==> src/hw/rtl/nca_pkg.sv <==
`timescale 1ns / 1ps
// ----------------------------------------------------------------------------
// nca_pkg
// Shared widths, codes and transaction types of the nearest-centroid L1 block.
// ----------------------------------------------------------------------------
package nca_pkg;

  localparam int NUM_CENTROIDS = 16;
  localparam int ROW_LENGTH    = 4096;

  localparam int IDX_W  = 4;
  localparam int COL_W  = 12;
  localparam int VAL_W  = 16;
  localparam int SUM_W  = 28;
  localparam int ROWS_W = 5;

  localparam int FIFO_DEPTH  = 32;
  localparam int FIFO_PTR_W  = 5;

  localparam logic [SUM_W-1:0] SUM_MAX = '1;

  localparam logic KIND_LOAD   = 1'b0;
  localparam logic KIND_SAMPLE = 1'b1;

  typedef logic [IDX_W-1:0]  idx_t;
  typedef logic [COL_W-1:0]  col_t;
  typedef logic [VAL_W-1:0]  val_t;
  typedef logic [SUM_W-1:0]  sum_t;
  typedef logic [ROWS_W-1:0] rows_t;

  typedef struct packed {
    logic vld;
    logic kind;
    idx_t row;
    col_t col;
    val_t val;
    logic last;
  } item_t;

  typedef struct packed {
    logic vld;
    logic have;
    idx_t idx;
    sum_t min_dist;
    logic tie;
  } tok_t;

  typedef struct packed {
    idx_t idx;
    sum_t min_dist;
    logic tie;
  } res_t;

endpackage

==> src/hw/rtl/nca_out_fifo.sv <==
`timescale 1ns / 1ps
// ----------------------------------------------------------------------------
// nca_out_fifo
// Result queue between the cell chain and the output channel.
// ----------------------------------------------------------------------------
module nca_out_fifo (
  input  logic          clk,
  input  logic          rst_n,
  input  logic          wr_en,
  input  nca_pkg::res_t wr_data,
  output logic          rd_valid,
  input  logic          rd_en,
  output nca_pkg::res_t rd_data
);
  import nca_pkg::*;

  res_t                  mem [FIFO_DEPTH];
  logic [FIFO_PTR_W-1:0] wr_ptr_r;
  logic [FIFO_PTR_W-1:0] rd_ptr_r;
  logic [FIFO_PTR_W:0]   cnt_r;
  logic [FIFO_PTR_W:0]   cnt_nxt;

  always_ff @(posedge clk) begin
    if (wr_en) begin
      mem[wr_ptr_r] <= wr_data;
    end
  end

  always_comb begin
    cnt_nxt = cnt_r;
    if (wr_en && !rd_en) begin
      cnt_nxt = cnt_r + 1'b1;
    end else if (!wr_en && rd_en) begin
      cnt_nxt = cnt_r - 1'b1;
    end
  end

  always_ff @(posedge clk) begin
    if (!rst_n) begin
      wr_ptr_r <= '0;
      rd_ptr_r <= '0;
      cnt_r    <= '0;
    end else begin
      if (wr_en) begin
        wr_ptr_r <= wr_ptr_r + 1'b1;
      end
      if (rd_en) begin
        rd_ptr_r <= rd_ptr_r + 1'b1;
      end
      cnt_r <= cnt_nxt;
    end
  end

  assign rd_valid = cnt_r != '0;
  assign rd_data  = mem[rd_ptr_r];

endmodule

==> config.mk <==
export PLATFORM = sky130hd
export DESIGN_NAME = nca_out_fifo
export DESIGN_NICKNAME = d
export VERILOG_FILES = /design/src/hw/rtl/nca_pkg.sv /design/src/hw/rtl/nca_out_fifo.sv
export SDC_FILE = /design/constraint.sdc
export NUM_CORES = 1
export LEC_CHECK = 0
export ABC_AREA = 1
export ABC_CLOCK_PERIOD_IN_PS = 2450
export BUFFER_PORTS_ARGS = -buffer_cell sky130_fd_sc_hd__buf_2
export CORE_MARGIN = 5
export CORE_UTILIZATION = 35
export DETAILED_ROUTE_END_ITERATION = 10
export PLACE_DENSITY = 0.54
export SLEW_MARGIN = 20
export SYNTH_ARGS = -nofsm -noshare
export SYNTH_HDL_FRONTEND = slang
export SYNTH_SLANG_ARGS = --single-unit
==> constraint.sdc <==
create_clock -name clk -period 2.45 [get_ports clk]
set_input_delay 0.245 -clock clk [delete_from_list [all_inputs] [get_ports clk]]
set_output_delay 0.245 -clock clk [all_outputs]
set_load 0.02 [all_outputs]
After elaboration in Yosys (flattened, before gate mapping):

Memory sizes are Yosys's and may differ from the RTL's. A register that Yosys moved wholly into a read port is not among the register bits.
Index checks and enable logic that the tools add are counted.

* bits in writable memories: 1056
* logic and storage cells: 20
* output and inout bits: 34
* input port bits: 37
* memories: 1
* bits in registers: 16

* reduce and logical (&&, ||, !) cells: 6
* multiplexer cells: 6
* add/subtract/negate cells: 4

Memory list
* mem: words 32, bits a word 33, rd ports 1, clocked after memory_dff 1, write ports 1, line nca_out_fifo.sv:17 `res_t mem [FIFO_DEPTH];`

Operators with widths (count)
* $mux W6: 2
* $add A5 B1 Y5 const B: 2
* $mux W5: 2
* $add A6 B1 Y6 const B: 1
* $reduce_bool A6 Y1: 1
* $sub A6 B1 Y6 const B: 1
* $logic_and A1 B1 Y1: 2
* $logic_not A1 Y1: 2
* $mux W1: 2
* $reduce_bool A2 Y1: 1

Depth between registers and ports, before layout:

* depth in word-level cells: 4
* depth in mapped cells: 12
* mapped depth without buffers: 12

Least setup slack after synthesis:

Ideal clock, no wire load.

* path type: flip-flop to flip-flop
* start point: register wr_ptr_r[0]
* end point: memory mem[31][0] (netlist name), enable pin
* buffers on the path: 0
* clock period less this slack: 2.684 ns
* path slack: -0.234 ns
* stages on the path, launching flop included: 6
* arrival: 2.259 ns
* required time: 2.025 ns
* library setup time: 0.425 ns
* path through: dfxtp_1 ha_1 nand2_1 inv_1 nand2_1 nor2_1

RTL lines
* from (decl): line nca_out_fifo.sv:18 `logic [FIFO_PTR_W-1:0] wr_ptr_r;`
* from (signal assigned): line nca_out_fifo.sv:45 `wr_ptr_r <= wr_ptr_r + 1'b1;`
* to (decl): line nca_out_fifo.sv:17

No word-level cell before the write port.

==> summary.txt <==
Slowest CP cell: dfxtp_4
CTS tree: yes
Final hold slack: 0.0543 ns
Row cnt: 130
Share of power burned in registers: 0.475
EDFF count, synth: 1056
WL final: 142 mm
Initial antenna violation count: 13
First-pass GRT wire length: 201 mm
Total power: 43.0 mW
Worst-Skew Late Latency: 0.69 ns
Peak Freq: 356 MHz
Startpoint Class: flop
Routability congestion estimate: 0.746
Die span in x: 364 um
1st-iter DRT viols: 3272
Pin count of the biggest net entering global routing: 67
Cell mode on critical path: nand2_1
Worst hold path class: in -> reg
Post-route ant nets: 0
Comb power frac: 0.102
Number of global-route vias before repair: 28300
# port buffers: 70
Critical path class: reg -> out
Syn. warnings: 0
Post-synthesis sequential area ratio: 0.731
Most frequent cells in the layout: nand2_1, edfxtp_1, nand3_1
Vias: 30000
Number of vias per cell: 5.25
Worst endpoint required time: 2.20 ns
Switching share of power: 0.230
Mapped Area: 44000 sq um
Synth unique cells: 25
Core ar.: 125000 sq um
Clk root buf: clkbuf_16
Drt first pass iters: 5
Die H: 364 um
PwrDens: 785 nW/um^2
Main flop type after synthesis: edfxtp_1
Clk pwr share: 0.423
Layout cells sized above 1: 0.180
Setup-failing EPs final: 33
Worst slew margin: 0.410
RSZ-0062 raised after global routing: yes
DIE AREA: 133000 sq um
Int Pwr: 33.1 mW
Failing checks: negative setup slack
Clock Sinks: 1077
FF+latch count, synth: 1077
CTS buffer count: 111
Layout Nets: 4005
Most common cell after layout, fill and taps aside: nand2_1
Worst path arrival time: 2.56 ns
Cells after Synth: 3737
Dpl hpwl: 69.1 mm
IO Count: 71
Fin cells: 5705
CP max stage delay: 0.39 ns
WL/cell: 24.8 um
Clk_skew: 0.0177 ns
Syn Nets: 3785
Worst-Margin Slew: 0.886 ns
Total track usage: 0.208
Minimum clock period: 2.81 ns
MaxCap Viol Count: 0
Setup ws final: -0.356 ns
Drt drc: 0
Hold Vio Cnt, Final: 0
Clk buf depth: 3
Max-slew violations: 0
Psw: 9.86 mW
H-Tree Depth: 3
Status: finished, violations left
Initial Utilization: 0.351
Total congestion overflow: 0
Worst setup EP type: output pin
Worst-path clk slew: 0.06 ns
Crit share post-route: 1.15
Leak pwr: 20.0 nW
Area delta synth->final: 24.5%
Peak VDD IR: 0.643 mV
Ys async rst share: 0
Core Util, Final: 0.437
CP Cell Sequence: buf_12 > buf_16 > clkinv_16 > buf_16 > clkbuf_16 > nand2_2 > nand3_2 > nand3_1 > nand2_1 > nand2_1 > nand2_1 > nand2_1 > nand2_2 > buf_6
Inst Count DP: 5391
Setup TNS: -9.33 ns
Worst Path Max Fanout: 7
Syn_area_per_cell: 11.8 sq um
Yosys cell counts (3+ instances only):
master / instances / share of area
inv_1: 25 / 0.0021
ha_1: 10 / 0.0028
buf_6: 60 / 0.015
nor3_1: 4 / 0.00046
clkbuf_1: 15 / 0.0013
nand2_1: 1509 / 0.13
o21ai_0: 9 / 0.0010
buf_4: 15 / 0.0026
a21oi_1: 8 / 0.00091
edfxtp_1: 1056 / 0.72
buf_1: 5 / 0.00043
buf_2: 130 / 0.015
dfxtp_1: 21 / 0.0096
nand3_1: 801 / 0.091
nor2_1: 53 / 0.0045
xnor2_1: 3 / 0.00060
worst paths after layout:
path                                  start          end  slack (ns)  cells after the start
worst min-delay path            wr_data[19]   mem[0][19]        0.05                      1
worst max register to register  wr_ptr_r[1]  mem[25][27]        0.28                      6
worst max-delay path                   flop  rd_data[23]       -0.36                     14
worst min register to register     cnt_r[0]     cnt_r[0]        0.53                      2
area by class of cell:
class                      instances  area, sq um
timing repair buffer             323         5060
antenna                            5         12.5
inverter                          29          158
sequential                      1077        32100
timing repair inverter            11          224
clock buffer                     130         2930
clock inverter                    76          998
tap                             1650         2060
multi-input combinational       2404        11200
fill                           11500        70500
state kept, by name, indices dropped and copies added, names as in the netlist, named ones only:
name and cells:
cnt_r 6, rd_ptr_r 5, mem 1056, wr_ptr_r 5
through the flow:
step,setup slack [ns],instance area [sq um]
5_1_grt,-0.455,54700
2_1_floorplan,-0.116,44000
6_report,-0.356,54800
4_1_cts,-0.345,53700
3_3_place_gp,0.0775,47400
3_5_place_dp,0.112,47400
routing by layer:
layer / GRT usage / routed length (um) / up-vias
met5: 0 / 66 / -
met4: 0.0651 / 4550 / 10
met3: 0.0439 / 10800 / 260
met2: 0.334 / 66400 / 1136
met1: 0.286 / 59900 / 15000
li1: - / - / 13500
cell families after synthesis:
logic type / count (synthesis) / share of synthesized area
simple gates: 2370 / 0.225
xor+xnor: 4 / 0.000797
compound gates: 19 / 0.00222
buf+inv: 256 / 0.0378
flops: 1077 / 0.731
fa+ha+maj: 11 / 0.00330
power by group through the flow:
stage               registers (mW)  logic [mW]  clock network, mW
finish                        20.4        4.38               18.2
CTS                           20.4        4.13               18.4
floorplan                     20.8        2.03                  0
global route                  20.4        4.75               19.2
detailed placement            20.8        3.26                  0
global placement              20.8        3.24                  0
timing repair:
action	CTS	global route
hold endpoints to repair	11	0
pin swaps	28	87
gates cloned	40	22
hold buffers	5	0
buffers inserted	34	5
setup endpoints to repair	33	33
gates resized for setup	219	155
critical path: cells and delay by family (launching register included):
family                 cells  cell delay, ns
buffers and inverters      6            0.92
flip-flops                 1            0.39
AND/OR/NAND/NOR            8            0.54
Note: power is estimated with default switching activity, not from simulation.
